[config.mk]
export PLATFORM = sky130hd
export DESIGN_NAME = resistor_ladder_key_decoder
export DESIGN_NICKNAME = d
export VERILOG_FILES = /design/src/rtl/core/rlkd_pkg.sv /design/src/rtl/core/resistor_ladder_key_decoder.sv /design/src/rtl/core/rlkd_regs.sv /design/src/rtl/core/rlkd_match.sv /design/src/rtl/core/rlkd_core.sv
export SDC_FILE = /design/constraint.sdc
export NUM_CORES = 1
export LEC_CHECK = 0
export BUFFER_PORTS_ARGS = -buffer_cell sky130_fd_sc_hd__buf_2
export CORE_ASPECT_RATIO = 0.6
export CORE_MARGIN = 2
export CORE_UTILIZATION = 37
export DETAILED_ROUTE_END_ITERATION = 8
export PLACE_DENSITY_LB_ADDON = 0.05
export SYNTH_ARGS = -nofsm -noshare
export SYNTH_HDL_FRONTEND = slang
export SYNTH_SLANG_ARGS = --single-unit
[constraint.sdc]
create_clock -name clk -period 5.4 [get_ports clk]
set_clock_uncertainty 0.1 [all_clocks]
set_input_delay 0.81 -clock clk [delete_from_list [all_inputs] [get_ports clk]]
set_output_delay 0.81 -clock clk [all_outputs]
set_load 0.05 [all_outputs]
[src/rtl/core/rlkd_pkg.sv]
package rlkd_pkg;

    // Fixed field widths
    localparam int THR_W    = 10;
    localparam int TOL_W    = 8;
    localparam int CNT_W    = 8;
    localparam int EVENT_W  = 3;
    localparam int KEY_W    = 3;
    localparam int DRIVE_W  = 4;
    localparam int CENTER_W = 10;

    // Configuration register indexes (byte address = 4 * index)
    localparam int REG_IDX_W = 2;
    localparam logic [REG_IDX_W-1:0] REG_THR_CH0  = 2'd0;
    localparam logic [REG_IDX_W-1:0] REG_THR_CH1  = 2'd1;
    localparam logic [REG_IDX_W-1:0] REG_TOLERANCE = 2'd2;
    localparam logic [REG_IDX_W-1:0] REG_DEBOUNCE = 2'd3;

    // Result event codes
    localparam logic [EVENT_W-1:0] EV_IDLE    = 3'd0;
    localparam logic [EVENT_W-1:0] EV_LATCH   = 3'd1;
    localparam logic [EVENT_W-1:0] EV_MATCH   = 3'd2;
    localparam logic [EVENT_W-1:0] EV_UNKNOWN = 3'd3;
    localparam logic [EVENT_W-1:0] EV_RELEASE = 3'd4;

    // Key numbers with a side action
    localparam logic [KEY_W-1:0] KEY_NONE       = 3'd0;
    localparam logic [KEY_W-1:0] KEY_AUX_TOGGLE = 3'd1;
    localparam logic [KEY_W-1:0] KEY_LAST_DRIVE = 3'd4;

    // Ladder key centres, in priority order
    localparam int N_KEYS_CH0 = 4;
    localparam int N_KEYS_CH1 = 7;
    localparam logic [CENTER_W-1:0] CENTERS_CH0 [0:N_KEYS_CH0-1] =
        '{10'd604, 10'd440, 10'd312, 10'd231};
    localparam logic [CENTER_W-1:0] CENTERS_CH1 [0:N_KEYS_CH1-1] =
        '{10'd543, 10'd352, 10'd271, 10'd240, 10'd184, 10'd206, 10'd224};

    // Settings seen by the datapath
    typedef struct packed {
        logic [THR_W-1:0] thr_ch0;
        logic [THR_W-1:0] thr_ch1;
        logic [TOL_W-1:0] tolerance;
        logic [CNT_W-1:0] debounce_limit;
    } cfg_t;

endpackage

[src/rtl/core/resistor_ladder_key_decoder.sv]
// A word accepted at s_tdata passes the input register, then the result register,
// before its result shows on m_tdata.
// Throughput: one word per cycle; the window compare on the latched level is the
// longest path. A held result stalls input only when the input register is also full.
// Reset (rst_n, asynchronous, active low) clears channel state, the aux and drive
// outputs and the valid flags, and loads the register defaults.
module resistor_ladder_key_decoder #(
    parameter int SAMPLE_BITS = 10
)
(
    input  logic                                 clk,
    input  logic                                 rst_n,
    // Configuration
    input  logic                                 psel,
    input  logic                                 penable,
    input  logic                                 pwrite,
    input  logic [3:0]                           paddr,
    input  logic [31:0]                          pwdata,
    output logic [31:0]                          prdata,
    output logic                                 pready,
    // Sample stream
    input  logic                                 s_tvalid,
    output logic                                 s_tready,
    input  logic [((SAMPLE_BITS + 7) / 8) * 8 - 1:0] s_tdata, // sample
    input  logic [0:0]                           s_tuser,  // channel
    // Result stream
    output logic                                 m_tvalid,
    input  logic                                 m_tready,
    output logic [15:0]                          m_tdata   // event_res, key_index,
                                                           // aux_enable, line_drive
);
    import rlkd_pkg::*;

    localparam int OUT_W = EVENT_W + KEY_W + 1 + DRIVE_W;

    cfg_t                   cfg;
    logic                   in_valid_reg;
    logic                   channel_reg;
    logic [SAMPLE_BITS-1:0] sample_reg;
    logic                   take;
    logic [EVENT_W-1:0]     event_res;
    logic [KEY_W-1:0]       key_index;
    logic                   aux_enable;
    logic [DRIVE_W-1:0]     line_drive;

    rlkd_regs u_regs (
        .clk     (clk),
        .rst_n   (rst_n),
        .psel    (psel),
        .penable (penable),
        .pwrite  (pwrite),
        .paddr   (paddr),
        .pwdata  (pwdata),
        .prdata  (prdata),
        .pready  (pready),
        .cfg     (cfg)
    );

    // Input register
    assign s_tready = !in_valid_reg || take;

    always_ff @(posedge clk or negedge rst_n)
    begin
        if (!rst_n)
            in_valid_reg <= 1'b0;
        else if (s_tready)
            in_valid_reg <= s_tvalid;
    end

    always_ff @(posedge clk)
    begin
        if (s_tvalid && s_tready)
        begin
            channel_reg <= s_tuser[0];
            sample_reg  <= s_tdata[SAMPLE_BITS-1:0];
        end
    end

    rlkd_core #(
        .SAMPLE_BITS (SAMPLE_BITS)
    ) u_core (
        .clk        (clk),
        .rst_n      (rst_n),
        .cfg        (cfg),
        .in_valid   (in_valid_reg),
        .channel    (channel_reg),
        .sample     (sample_reg),
        .take       (take),
        .out_valid  (m_tvalid),
        .out_ready  (m_tready),
        .event_res  (event_res),
        .key_index  (key_index),
        .aux_enable (aux_enable),
        .line_drive (line_drive)
    );

    // Result word, lowest field first
    assign m_tdata = 16'({line_drive, aux_enable, key_index, event_res});

    // Word counts through the two registers stay within capacity
    a_no_overrun: assert property (@(posedge clk) disable iff (!rst_n)
        (in_valid_reg && m_tvalid && !m_tready) |-> !s_tready)
        else $error("input taken while both stages full");

    a_out_width: assert property (@(posedge clk) disable iff (!rst_n)
        m_tvalid |-> (m_tdata[15:OUT_W] == '0))
        else $error("pad bits of the result word set");

    a_take_source: assert property (@(posedge clk) disable iff (!rst_n)
        take |-> in_valid_reg)
        else $error("word taken from an empty input register");

endmodule

[src/rtl/core/rlkd_regs.sv]
module rlkd_regs
(
    input  logic                      clk,
    input  logic                      rst_n,
    input  logic                      psel,
    input  logic                      penable,
    input  logic                      pwrite,
    input  logic [3:0]                paddr,
    input  logic [31:0]               pwdata,
    output logic [31:0]               prdata,
    output logic                      pready,
    output rlkd_pkg::cfg_t            cfg
);
    import rlkd_pkg::*;

    logic [THR_W-1:0]     thr_ch0_reg;
    logic [THR_W-1:0]     thr_ch1_reg;
    logic [TOL_W-1:0]     tolerance_reg;
    logic [CNT_W-1:0]     debounce_reg;
    logic [REG_IDX_W-1:0] idx;
    logic                 wr_en;

    assign pready = 1'b1;
    assign idx    = paddr[3:2];
    assign wr_en  = psel && penable && pwrite && pready;

    // Register writes
    always_ff @(posedge clk or negedge rst_n)
    begin
        if (!rst_n)
        begin
            thr_ch0_reg   <= THR_W'(220);
            thr_ch1_reg   <= THR_W'(100);
            tolerance_reg <= TOL_W'(10);
            debounce_reg  <= CNT_W'(10);
        end
        else if (wr_en)
        begin
            case (idx)
                REG_THR_CH0:   thr_ch0_reg   <= pwdata[THR_W-1:0];
                REG_THR_CH1:   thr_ch1_reg   <= pwdata[THR_W-1:0];
                REG_TOLERANCE: tolerance_reg <= pwdata[TOL_W-1:0];
                REG_DEBOUNCE:  debounce_reg  <= pwdata[CNT_W-1:0];
                default:       ;
            endcase
        end
    end

    // Read back
    always_comb
    begin
        case (idx)
            REG_THR_CH0:   prdata = 32'(thr_ch0_reg);
            REG_THR_CH1:   prdata = 32'(thr_ch1_reg);
            REG_TOLERANCE: prdata = 32'(tolerance_reg);
            REG_DEBOUNCE:  prdata = 32'(debounce_reg);
            default:       prdata = '0;
        endcase
    end

    assign cfg.thr_ch0        = thr_ch0_reg;
    assign cfg.thr_ch1        = thr_ch1_reg;
    assign cfg.tolerance      = tolerance_reg;
    assign cfg.debounce_limit = debounce_reg;

endmodule

[src/rtl/core/rlkd_match.sv]
module rlkd_match #(
    parameter int SAMPLE_BITS = 10
)
(
    input  logic                        channel,
    input  logic [SAMPLE_BITS-1:0]      level,
    input  logic [rlkd_pkg::TOL_W-1:0]  tolerance,
    output logic [rlkd_pkg::KEY_W-1:0]  key
);
    import rlkd_pkg::*;

    // Compare width holds either operand plus a spare bit
    localparam int CW = ((SAMPLE_BITS > CENTER_W) ? SAMPLE_BITS : CENTER_W) + 1;

    logic [CW-1:0]         lvl_ext;
    logic [CW-1:0]         tol_ext;
    logic [N_KEYS_CH0-1:0] hit_ch0;
    logic [N_KEYS_CH1-1:0] hit_ch1;

    assign lvl_ext = CW'(level);
    assign tol_ext = CW'(tolerance);

    // Window test against every centre in parallel
    always_comb
    begin
        logic [CW-1:0] c;
        for (int i = 0; i < N_KEYS_CH0; i++)
        begin
            c = CW'(CENTERS_CH0[i]);
            hit_ch0[i] = ((lvl_ext >= c) ? (lvl_ext - c) : (c - lvl_ext)) <= tol_ext;
        end
        for (int j = 0; j < N_KEYS_CH1; j++)
        begin
            c = CW'(CENTERS_CH1[j]);
            hit_ch1[j] = ((lvl_ext >= c) ? (lvl_ext - c) : (c - lvl_ext)) <= tol_ext;
        end
    end

    // First hit in table order wins
    always_comb
    begin
        key = KEY_NONE;
        if (channel)
        begin
            for (int j = N_KEYS_CH1 - 1; j >= 0; j--)
                if (hit_ch1[j])
                    key = KEY_W'(j + 1);
        end
        else
        begin
            for (int i = N_KEYS_CH0 - 1; i >= 0; i--)
                if (hit_ch0[i])
                    key = KEY_W'(i + 1);
        end
    end

endmodule

[src/rtl/core/rlkd_core.sv]
module rlkd_core #(
    parameter int SAMPLE_BITS = 10
)
(
    input  logic                          clk,
    input  logic                          rst_n,
    input  rlkd_pkg::cfg_t                cfg,
    input  logic                          in_valid,
    input  logic                          channel,
    input  logic [SAMPLE_BITS-1:0]        sample,
    output logic                          take,
    output logic                          out_valid,
    input  logic                          out_ready,
    output logic [rlkd_pkg::EVENT_W-1:0]  event_res,
    output logic [rlkd_pkg::KEY_W-1:0]    key_index,
    output logic                          aux_enable,
    output logic [rlkd_pkg::DRIVE_W-1:0]  line_drive
);
    import rlkd_pkg::*;

    localparam int CMP_W = ((SAMPLE_BITS > THR_W) ? SAMPLE_BITS : THR_W) + 1;

    // Per-channel state
    logic [1:0]             pressed_reg;
    logic [CNT_W-1:0]       count_reg [2];
    logic [SAMPLE_BITS-1:0] latched_reg [2];
    logic                   aux_reg;
    logic [DRIVE_W-1:0]     drive_reg;

    logic [1:0]             pressed_next;
    logic [CNT_W-1:0]       count_next [2];
    logic [SAMPLE_BITS-1:0] latched_next [2];
    logic                   aux_next;
    logic [DRIVE_W-1:0]     drive_next;

    // Result register
    logic                   out_valid_reg;
    logic [EVENT_W-1:0]     event_reg;
    logic [KEY_W-1:0]       key_reg;
    logic [EVENT_W-1:0]     event_next;
    logic [KEY_W-1:0]       key_next;

    logic [THR_W-1:0]       thr;
    logic                   above;
    logic [KEY_W-1:0]       match_key;

    assign take = in_valid && (!out_valid_reg || out_ready);
    assign thr  = channel ? cfg.thr_ch1 : cfg.thr_ch0;
    assign above = CMP_W'(sample) > CMP_W'(thr);

    rlkd_match #(
        .SAMPLE_BITS (SAMPLE_BITS)
    ) u_match (
        .channel   (channel),
        .level     (latched_reg[channel]),
        .tolerance (cfg.tolerance),
        .key       (match_key)
    );

    // Next state for the word in the input register
    always_comb
    begin
        pressed_next = pressed_reg;
        count_next   = count_reg;
        latched_next = latched_reg;
        aux_next     = aux_reg;
        drive_next   = drive_reg;
        event_next   = EV_IDLE;
        key_next     = KEY_NONE;
        if (above)
        begin
            if (pressed_reg[channel])
            begin
                key_next = match_key;
                if (match_key == KEY_NONE)
                    event_next = EV_UNKNOWN;
                else
                begin
                    event_next = EV_MATCH;
                    if (!channel)
                    begin
                        if (match_key == KEY_AUX_TOGGLE)
                        begin
                            aux_next        = !aux_reg;
                            latched_next[0] = '0;
                        end
                    end
                    else if (match_key <= KEY_LAST_DRIVE)
                        drive_next = drive_reg |
                            (DRIVE_W'(1) << 2'(match_key - KEY_AUX_TOGGLE));
                end
            end
            else if (count_reg[channel] >= cfg.debounce_limit)
            begin
                pressed_next[channel] = 1'b1;
                latched_next[channel] = sample;
                count_next[channel]   = '0;
                event_next            = EV_LATCH;
            end
            else
                count_next[channel] = count_reg[channel] + CNT_W'(1);
        end
        else if (pressed_reg[channel])
        begin
            pressed_next[channel] = 1'b0;
            latched_next[channel] = '0;
            if (channel)
                drive_next = '0;
            event_next = EV_RELEASE;
        end
    end

    // State and result update
    always_ff @(posedge clk or negedge rst_n)
    begin
        if (!rst_n)
        begin
            pressed_reg    <= '0;
            count_reg[0]   <= '0;
            count_reg[1]   <= '0;
            latched_reg[0] <= '0;
            latched_reg[1] <= '0;
            aux_reg        <= 1'b0;
            drive_reg      <= '0;
            out_valid_reg  <= 1'b0;
        end
        else
        begin
            if (take)
            begin
                pressed_reg   <= pressed_next;
                count_reg     <= count_next;
                latched_reg   <= latched_next;
                aux_reg       <= aux_next;
                drive_reg     <= drive_next;
                out_valid_reg <= 1'b1;
            end
            else if (out_ready)
                out_valid_reg <= 1'b0;
        end
    end

    // Result payload
    always_ff @(posedge clk)
    begin
        if (take)
        begin
            event_reg <= event_next;
            key_reg   <= key_next;
        end
    end

    assign out_valid  = out_valid_reg;
    assign event_res  = event_reg;
    assign key_index  = key_reg;
    assign aux_enable = aux_reg;
    assign line_drive = drive_reg;

    // A key number goes out with a match and only then
    a_key_with_match: assert property (@(posedge clk) disable iff (!rst_n)
        out_valid_reg |-> ((event_reg == EV_MATCH) == (key_reg != KEY_NONE)))
        else $error("key index and match event disagree");

    // Drive, aux and pressed state move only when a word is taken
    a_state_hold: assert property (@(posedge clk) disable iff (!rst_n)
        !take |=> ($stable(drive_reg) && $stable(aux_reg) && $stable(pressed_reg)))
        else $error("state changed without a word");

    // Channel 1 release drops every drive bit
    a_release_drive: assert property (@(posedge clk) disable iff (!rst_n)
        (take && channel && event_next == EV_RELEASE) |=> (drive_reg == '0))
        else $error("drive bits survived a release");

    // Latching always reports a pressed channel
    a_latch_pressed: assert property (@(posedge clk) disable iff (!rst_n)
        (take && event_next == EV_LATCH) |=> (pressed_reg[$past(channel)]))
        else $error("latched without pressed flag");

endmodule
==> flow_summary.toml, run 1 <==
[cts]
cts_tree = "yes"
cts_hold_buffers = 0
insertion_delay_ns = 0.36
cts_buffers = 9
clk_pin_slew_worst_paths_ns = 0.07
cts.sinks = 98
clock_path_buffers = 2
root_buffer = "clkbuf_16"
htreeDepth = 3

[setup_path]
crit_buf_inv = 4
crit_chain = "buf_12 > mux2i_4 > inv_2 > buf_4 > ha_1 > nand3_1 > nor2_1 > o31ai_4 > buf_4 > mux2_2 > ha_1 > nor2b_1 > nor3_1 > o21a_1 > o31ai_1 > a211oi_1 > nand2_1 > o311a_1 > and4b_1 > a32o_1"
slowest_delay_ns = 0.56
critPathTopFamily = "compound AO/OA/AOI/OAI gates"
cp-end-kind = "flop"
worstPathMaxFanout = 20
critPathSlowestCell = "o31ai_1"
crit_type = "flop to flop"
setup.worst_path.start_class = "flop"
required_ns = 5.42
arrival_ns = 5.16

[route]
vias_per_cell = 5.66
num_vias = 9029
first_pass_iters = 5
drc = 0
drtAntennaViolNets = 0
avgRoutedWirePerCell_um = 22.1
drt_iter0_drc = 913
routed_wl_um = 35200

[timing]
finalCritPeriodShare_pct = 95.2
tns_ns = 0
setup_viol = 0
max_freq_mhz = 194
tightestPinTransition_ns = 0.899
final_max_slew_viol_count = 0
rsz0062_at_grt = "no"
hold_ws_ns = 0.287
relSlewSlack_pct = 38.5
timing.final.hold_violations = 0
period_needed_ns = 5.14

[status]
status = "finished, final reports clean"

[flow_run]
cap_violations = 0

[die]
core_um2 = 27400
die_w_um = 219
start_util_pct = 37.4
num_rows = 47
die_y_um = 133
io_pins = 111
die_area_um2 = 29100

[yosys]
synth_top_family_by_area = "compound AO/OA/AOI/OAI gates"
syn_inst = 1143
synth_edf_count = 17
synth_area_um2 = 10300
synth-simple-area-share_pct = 14.5
synth_xor_area_share_pct = 5.38
muxShareOfSynthArea_pct = 13.2
synthDistinctLibCells = 83
synthAdderAreaFrac_pct = 15.5
yosys_most_used_dff = "dfrtp_1"
ys_seq_elements = 98
yosysWarnings = 0
async_flop_share_pct = 82.7
synth_compound_area_share_pct = 20.0
ys_seq_area_share_pct = 24.9
syn_area_per_cell_um2 = 8.98

[global_routing]
grt_pass1_wl_um = 53100
grt_pass1_vias = 8231
grt_start_max_net_pins = 51
overflow = 0
grt.total_usage_pct = 24.4
antenna_found_initial = 0

[place]
place_inst = 1573
place.port_buffers = 52
dp_hpwl_um = 27700
place.gp.congestion = 0.946

[final_layout]
largest_reg_flops = 20
nets = 1410
layoutNonFillerInstCount = 1595
nFillCells = 2774
diodes = 0
drive_above_1_share_pct = 21.6
syn_to_final_growth_pct = 13.2

[pwr]
combPwrFrac_pct = 79.2
p_int_mw = 4.13
power_density_nw_per_um2 = 754
seqPwrFrac_pct = 13.4
power_mw = 8.76
irDropWorstVdd_mv = 0.251
p_clk_share_pct = 7.4
p_switching_mw = 4.63
p_leak_nw = 5.11
sw_frac_of_total_pct = 52.9

[hold_path]
min_path_type = "input pin to asynchronous set/reset pin"
## per-stage QoR
step	area (um^2)	setup WS, ns	util [%]
2_1_floorplan	10400	0.243	-
6_report	11600	0.258	42.4
4_1_cts	11500	0.0438	41.8
3_3_place_gp	11200	0.151	40.7
3_5_place_dp	11200	0.0706	40.7
5_1_grt	11600	0.00117	42.4
## placed cells by master (no fill, tap or decap), types with 20 or more instances in the layout
| master | Yosys | layout |
|---|---|---|
| conb_1 | 2 | 28 |
| nand4_1 | 24 | 24 |
| o21ai_0 | 49 | 47 |
| buf_4 | 30 | 73 |
| nand3_1 | 22 | 22 |
| nand2_1 | 76 | 76 |
| mux2i_1 | 39 | 37 |
| xnor2_1 | 63 | 63 |
| a21oi_1 | 94 | 93 |
| inv_1 | 47 | 47 |
| nor2b_1 | 20 | 20 |
| nor2_1 | 86 | 86 |
| mux2_2 | 54 | 54 |
| buf_2 | 8 | 51 |
| ha_1 | 127 | 126 |
| dfrtp_1 | 69 | 69 |
## synthesized netlist by cell type (20+ instances only)
| master | instances | area, um^2 |
|---|---|---|
| nand4_1 | 24 | 150 |
| a21oi_1 | 94 | 470 |
| xnor2_1 | 63 | 552 |
| o21ai_0 | 49 | 245 |
| ha_1 | 127 | 1590 |
| nor2_1 | 86 | 323 |
| nand2_1 | 76 | 285 |
| inv_1 | 47 | 176 |
| nor3_1 | 20 | 100 |
| mux2i_1 | 39 | 390 |
| buf_4 | 30 | 225 |
| mux2_2 | 54 | 608 |
| nor2b_1 | 20 | 125 |
| dfrtp_1 | 69 | 1730 |
| nand3_1 | 22 | 110 |
| clkbuf_1 | 35 | 131 |
## metal layers
metal  part of all wire (%)  vias to the layer above  track usage [%]
met2                     35                      311             29.1
met4                   0.41                        0             2.74
met3                    8.2                       12             5.72
met5                      0                        -                0
li1                       -                     4312                -
met1                     56                     4394             42.6
## power groups by stage
stage	Combinational, mW	Clock, mW	Sequential [mW]
detailed placement	6.66	0	1.19
global route	7.68	0.701	1.20
CTS	6.70	0.666	1.17
floorplan	4.65	0	1.18
finish	6.93	0.648	1.18
global placement	6.62	0	1.18
## final cells by class
type | instances | area [um^2] | share of cell area [%]
inverter | 53 | 199 | 1.71
clock inverter | 1 | 5.00 | 0.0431
clock buffer | 15 | 289 | 2.49
tap | 367 | 459 | 3.95
multi-input combinational | 934 | 7240 | 62.3
sequential | 98 | 2550 | 22.0
timing repair buffer | 127 | 876 | 7.54
## worst register-to-register path, delay by kind of cell (launching register included)
family / cells / cell delay, ns
mux: 2 / 0.73
buf+inv: 4 / 0.67
flops: 1 / 0.37
simple gates: 6 / 0.94
compound gates: 6 / 1.52
fa+ha+maj: 2 / 0.56
## kinds of logic (layout without fill, tap and decap cells)
group	Yosys count	count (layout)
other	2	28
flip-flops	98	98
buffers and inverters	137	196
AND/OR/NAND/NOR	304	304
adder cells (fa/ha/maj)	127	127
AO/OA/AOI/OAI	302	302
XOR/XNOR	63	63
multiplexers	110	110
## worst paths after layout
| path | cells after the start | slack (ns) | to | startpoint |
|---|---|---|---|---|
| worst min register to register | 1 | 0.36 | u_core.aux_enable | u_core.aux_enable |
| worst min-delay path | 1 | 0.29 | u_core.count_reg[5] | rst_n |
| worst max register to register | 20 | 0.26 | u_core.event_res[0] | channel_reg |
| max in group asynchronous | 2 | 3.89 | u_regs.thr_ch1_reg[3] | rst_n |
| worst max-delay path | 20 | 0.26 | u_core.event_res[0] | channel_reg |
| min in group clk | 1 | 0.36 | u_core.aux_enable | u_core.aux_enable |
## what timing repair did
action,CTS,global route
buffers inserted,0,5
gates resized for setup,0,16
setup endpoints to repair,0,17
hold endpoints to repair,0,0
No activity file was read; power rests on OpenSTA's default activity.
==> inputs of run 2 (changes only) <==
Settings changed: SYNTH_HIERARCHICAL set to 1.
==> run 2 against run 1 <==
Effect of this change: largest power group unchanged; first-iteration DRC count shrank 11%; sequential power shrank 6%; via count grew 2.4%; critical path depth grew 3; flip-flop and latch count is the same; global-route usage grew 1.0 points; sequential share of layout area shrank 2.4 points.
==> flow_summary.toml, run 2 <==
[status]
status = "finished, final reports clean"

[setup_path]
cp-end-kind = "flop"
worstPathMaxFanout = 8
required_ns = 5.56
arrival_ns = 5.52
r2r_slack_ns = 0.04
crit_type = "flop to flop"
setup.worst_path.start_class = "flop"

[route]
drtAntennaViolNets = 0
vias_per_cell = 5.54
first_pass_iters = 5
drc = 0
num_vias = 9249
avgRoutedWirePerCell_um = 22.3
drt_iter0_drc = 810
routed_wl_um = 37100

[timing]
final_max_slew_viol_count = 0
finalCritPeriodShare_pct = 99.3
timing.final.hold_violations = 0
max_freq_mhz = 186
relSlewSlack_pct = 27.2
layout_setup_ws_ns = 0.0364
tightestPinTransition_ns = 1.09
setup_viol = 0
hold_ws_ns = 0.245
rsz0062_at_grt = "yes"
period_needed_ns = 5.36

[yosys]
syn_inst = 1098
synthTopCellsByArea = "dfrtp_1, ha_1, mux2_2"
syn_area_per_cell_um2 = 9.28
yosysMostFrequentCell = "ha_1"
synth_top_area_share_pct = 16.9
yosysWarnings = 6
synthDistinctLibCells = 99
synth_area_um2 = 10200
synth_commonest_cells = "ha_1, nand2_1, a21oi_1, dfrtp_1, nor2_1"
async_flop_share_pct = 82.7
yosys.area.top_type = "dfrtp_1"
ys_seq_elements = 98
ys_seq_area_share_pct = 25.0
synth_edf_count = 17
yosys_most_used_dff = "dfrtp_1"

[pwr]
p_int_mw = 4.59
p_switching_mw = 4.61
p_leak_nw = 5.82
power_density_nw_per_um2 = 706
combPwrFrac_pct = 80.9
power_mw = 9.20
irDropWorstVdd_mv = 0.227
p_clk_share_pct = 7.0
seqPwrFrac_pct = 12.1
sw_frac_of_total_pct = 50.1

[final_layout]
syn_to_final_growth_pct = 27.8
layoutNonFillerInstCount = 1668
nets = 1481
mostFrequentLayoutCells = "buf_4, ha_1, nand2_1"
largest_reg_flops = 20
nFillCells = 2645
layout_commonest_cell = "buf_4"
drive_above_1_share_pct = 35.7

[global_routing]
overflow = 0
grt_start_max_net_pins = 58
antenna_found_initial = 0
grt_pass1_wl_um = 54500
grt_pass1_vias = 8380
grt.total_usage_pct = 25.5

[place]
place.port_buffers = 52
dp_hpwl_um = 28600
dp_slack_ns = -0.272
place.gp.congestion = 0.946
place_inst = 1624

[die]
num_rows = 47
core_um2 = 27300
die_area_um2 = 28900
die_y_um = 133
die_w_um = 218
start_util_pct = 37.3
io_pins = 111

[cts]
root_buffer = "clkbuf_16"
cts_hold_buffers = 0
cts_tree = "yes"
htreeDepth = 3
cts.sinks = 98
clock_path_buffers = 2
cts_buffers = 9
clk_pin_slew_worst_paths_ns = 0.08
insertion_delay_ns = 0.37

[flow_run]
cap_violations = 0

[hold_path]
min_path_type = "input pin to asynchronous set/reset pin"
-- run 2: cell count changes after synthesis, moves of 7 or more --
cell       previous run  this run
nor3_1               20         7
xnor2_1              63        54
mux2_4                1        11
o2bb2ai_1             3        11
nor2_1               86        61
nand2_1              76        88
nand4_1              24        13
buf_2                 8        34
clkbuf_1             35         6
o31ai_1              12         5
a211oi_1             17         8
a22oi_1               7        15
a21oi_1              94        73
mux2i_1              39        29
-- run 2: cell families (layout without fill, tap and decap cells) --
| logic type | after synthesis | after routing | share of synthesized area (%) |
|---|---|---|---|
| AO/OA/AOI/OAI | 304 | 306 | 21.1 |
| XOR/XNOR | 59 | 59 | 5.07 |
| adder cells (fa/ha/maj) | 126 | 126 | 15.5 |
| buffers and inverters | 129 | 304 | 6.82 |
| flip-flops | 98 | 98 | 25.0 |
| multiplexers | 97 | 97 | 11.9 |
| other | 3 | 29 | 0.110 |
| AND/OR/NAND/NOR | 282 | 282 | 14.5 |
-- run 2: metal layers --
metal / part of all wire [%] / track usage [%] / vias to the layer above / wire [um]
met5: 0 / 0 / - / 0
met4: 0.58 / 3.14 / 0 / 216
met3: 9.9 / 8.69 / 21 / 3660
met2: 34 / 28.6 / 310 / 12700
met1: 55 / 44.0 / 4477 / 20500
li1: - / - / 4441 / -
-- run 2: timing repair --
item                                   4_1_cts  5_1_grt
gates cloned                                 1        1
endpoints found under the hold margin        0        0
setup buffers                                7       19
pin swaps                                   16       65
setup endpoints to repair                   11       12
resized for setup                           33      112
-- run 2: per-stage QoR --
stage	util [%]	setup TNS (ns)	cell area (um^2)
floorplan	-	0	10400
global placement	43.4	-2.65	11900
detailed placement	43.4	-2.66	11900
CTS	45.3	0	12400
global route	47.6	-1.34	13000
finish	47.6	0	13000
-- run 2: power by group through the flow --
| stage | registers, mW | logic (mW) | clock network (mW) |
|---|---|---|---|
| 5_1_grt | 1.14 | 8.05 | 0.692 |
| 2_1_floorplan | 1.16 | 4.07 | 0 |
| 6_report | 1.11 | 7.45 | 0.641 |
| 3_5_place_dp | 1.12 | 6.45 | 0 |
| 3_3_place_gp | 1.12 | 6.45 | 0 |
| 4_1_cts | 1.11 | 6.71 | 0.658 |
-- run 2: area by class of cell --
cell class                      instances  area [um^2]  area share (%)
Timing Repair Buffer                  241         1790            13.8
Clock buffer                            9          225            1.73
Multi-Input combinational cell        898         7750            59.5
Inverter                               47          181            1.39
Clock inverter                          7         62.6           0.480
Sequential cell                        98         2550            19.6
Antenna cell                            1         2.50          0.0192
Tap cell                              367          459            3.53
-- run 2: worst paths after layout --
kind,to,from,cells past startpoint
min reg2reg,u_core/aux_enable,u_core/aux_enable,1
min,u_core/out_valid,rst_n,1
max in group asynchronous,u_regs/debounce_reg[6],rst_n,2
min in group clk,u_core/aux_enable,u_core/aux_enable,1
max,u_core/latched_reg[13],channel_reg,23
max reg2reg,u_core/latched_reg[13],channel_reg,23
-- run 2: worst max-delay path, stage by stage (launching register included) --
cell and delay, ns:
edfxtp_1 0.44, buf_12 0.18, buf_4 0.13, mux2_4 0.36
buf_6 0.16, a21oi_4 0.17, nand2_4 0.09, a21o_2 0.25
a21o_1 0.21, a21oi_2 0.15, xnor2_1 0.14, ha_1 0.27
nand3_1 0.10, nor2_2 0.05, and4_4 0.20, o2111a_2 0.33
o21bai_2 0.22, a221o_1 0.36, a22o_4 0.25, nor3b_4 0.28
nand2_2 0.11, a21oi_4 0.23, o2111ai_4 0.17, a22o_1 0.28
==> inputs of run 3 (changes only) <==
Settings changed: PLACE_DENSITY set to 0.59, PLACE_DENSITY_LB_ADDON 0.05 to not set.
==> run 3 against run 2 <==
Effect of this change: wire length down 2.9%; sequential share of layout area up 1.0 points; hold slack better by 0.0076 ns; utilization down 2.4 points; maximum frequency up 0.86%; non-clock buffer count down 66; power down 4.4%; clock power up 5.6%; combinational power down 6.0%; critical path type unchanged; largest cell class unchanged; highest routed layer unchanged.
==> flow_summary.toml, run 3 (synthesis gave the netlist of run 2 again) <==
[final_layout]
mostFrequentLayoutCells = "ha_1, buf_4, nand2_1"
layout_commonest_cell = "ha_1"
largest_reg_flops = 20
syn_to_final_growth_pct = 21.3
final_cell_area_um2 = 12400
drive_above_1_share_pct = 30.7
layoutNonFillerInstCount = 1601
nets = 1414

[global_routing]
grt_pass1_wl_um = 52900
antenna_found_initial = 2
grt.total_usage_pct = 24.7
overflow = 0
grt_start_max_net_pins = 56
grt_pass1_vias = 8384

[route]
vias_per_cell = 5.81
num_vias = 9306
routed_wl_um = 36100
drc = 0
first_pass_iters = 5
drtAntennaViolNets = 0
avgRoutedWirePerCell_um = 22.5
drt_iter0_drc = 1132

[pwr]
p_leak_nw = 5.47
p_int_mw = 4.30
sw_frac_of_total_pct = 51.2
p_switching_mw = 4.50
p_clk_share_pct = 7.7
power_density_nw_per_um2 = 711
seqPwrFrac_pct = 12.7
combPwrFrac_pct = 79.6
irDropWorstVdd_mv = 0.277

[setup_path]
r2r_slack_ns = 0.08
critPathTopFamily = "compound AO/OA/AOI/OAI gates"
timing.rr.end = "u_core/latched_reg[14]"
slowest_delay_ns = 0.41
worstPathMaxFanout = 7
reg2reg_depth = 24
setup.worst_path.start_class = "flop"
crit_chain = "buf_12 > buf_6 > buf_4 > mux2_4 > or2_1 > buf_4 > a21o_4 > a21oi_1 > a21o_1 > a21oi_2 > xnor2_1 > ha_1 > nand3_2 > nor2_4 > and4_4 > o2111a_2 > o21bai_4 > a221o_1 > a22o_1 > nor3b_4 > nand2_2 > a21oi_4 > o2111ai_4 > a22o_1"
r2r-start = "channel_reg"
crit_type = "flop to flop"
arrival_ns = 5.49
cp-end-kind = "flop"
crit_buf_inv = 4
critPathSlowestCell = "edfxtp_1"
required_ns = 5.57

[timing]
final_max_slew_viol_count = 0
relSlewSlack_pct = 28.7
tightestPinTransition_ns = 1.07
timing.final.hold_violations = 0
finalCritPeriodShare_pct = 98.5
hold_ws_ns = 0.253
period_needed_ns = 5.32
setup_viol = 0
max_freq_mhz = 188

[cts]
cts_tree = "yes"
cts_buffers = 9
htreeDepth = 3
root_buffer = "clkbuf_16"
cts.sinks = 98
cts_hold_buffers = 0
clock_path_buffers = 2
insertion_delay_ns = 0.38
clk_pin_slew_worst_paths_ns = 0.07

[die]
start_util_pct = 37.3
core_um2 = 27300
die_area_um2 = 28900
io_pins = 111
die_y_um = 133
num_rows = 47
die_w_um = 218

[status]
status = "finished, final reports clean"

[place]
placed_cell_area_um2 = 11400
place.gp.congestion = 0.939
place_inst = 1567
place.port_buffers = 52
dp_hpwl_um = 27500

[hold_path]
min_path_type = "input pin to asynchronous set/reset pin"

[flow_run]
cap_violations = 0
-- run 3: cell count changes in the layout (fill, tap and decap cells not counted), sizes merged --
cell,change
bufinv,+1
clkinv,-1
buf,-66
a21o,-1
-- run 3: stage by stage --
stage / utilization (%) / power (mW) / setup slack [ns] / setup TNS, ns
after detailed placement: 41.8 / 7.17 / 0.0328 / 0
after global placement: 41.8 / 7.08 / 0.0153 / 0
final: 45.2 / 8.79 / 0.0819 / 0
after floorplan: - / 5.23 / 0.00154 / 0
after global routing: 45.2 / 9.40 / -0.0361 / -0.124
after CTS: 42.9 / 7.90 / 0.00208 / 0
-- run 3: cell type report --
type	count	area, um^2
flip-flops and latches	98	2550
repair buffers	175	1260
clock buffers	9	225
fillers	2635	15000
multi-input cells	897	7600
clock inverters	7	73.8
inverters	47	191
well taps	367	459
diodes	1	2.50
-- run 3: routing by layer --
layer / global-route usage, % / vias to the layer above / part of all wire, %
li1: - / 4309 / -
met1: 39.6 / 4461 / 49
met2: 29.4 / 501 / 37
met3: 10.0 / 35 / 13
met4: 4.72 / 0 / 1.2
met5: 0 / - / 0
-- run 3: worst max-delay path by stage --
stage,from,endpoint,cells past startpoint
3_5_place_dp,channel_reg,u_core/latched_reg[13],22
4_1_cts,channel_reg,u_core/latched_reg[13],22
5_1_grt,channel_reg,u_core/latched_reg[14],24
3_3_place_gp,channel_reg,u_core/latched_reg[13],22
6_report,channel_reg,u_core/latched_reg[14],24
2_1_floorplan,channel_reg,u_core/latched_reg[10],28
-- run 3: power groups by stage --
stage | logic, mW | registers [mW] | clock network (mW)
finish | 7.00 | 1.12 | 0.677
global route | 7.53 | 1.15 | 0.728
CTS | 6.08 | 1.12 | 0.701
detailed placement | 6.04 | 1.13 | 0
global placement | 5.96 | 1.12 | 0
floorplan | 4.07 | 1.16 | 0
-- run 3: what timing repair did --
action	CTS	global route
resized for setup	0	118
endpoints found under the setup margin	0	15
setup buffers	0	16
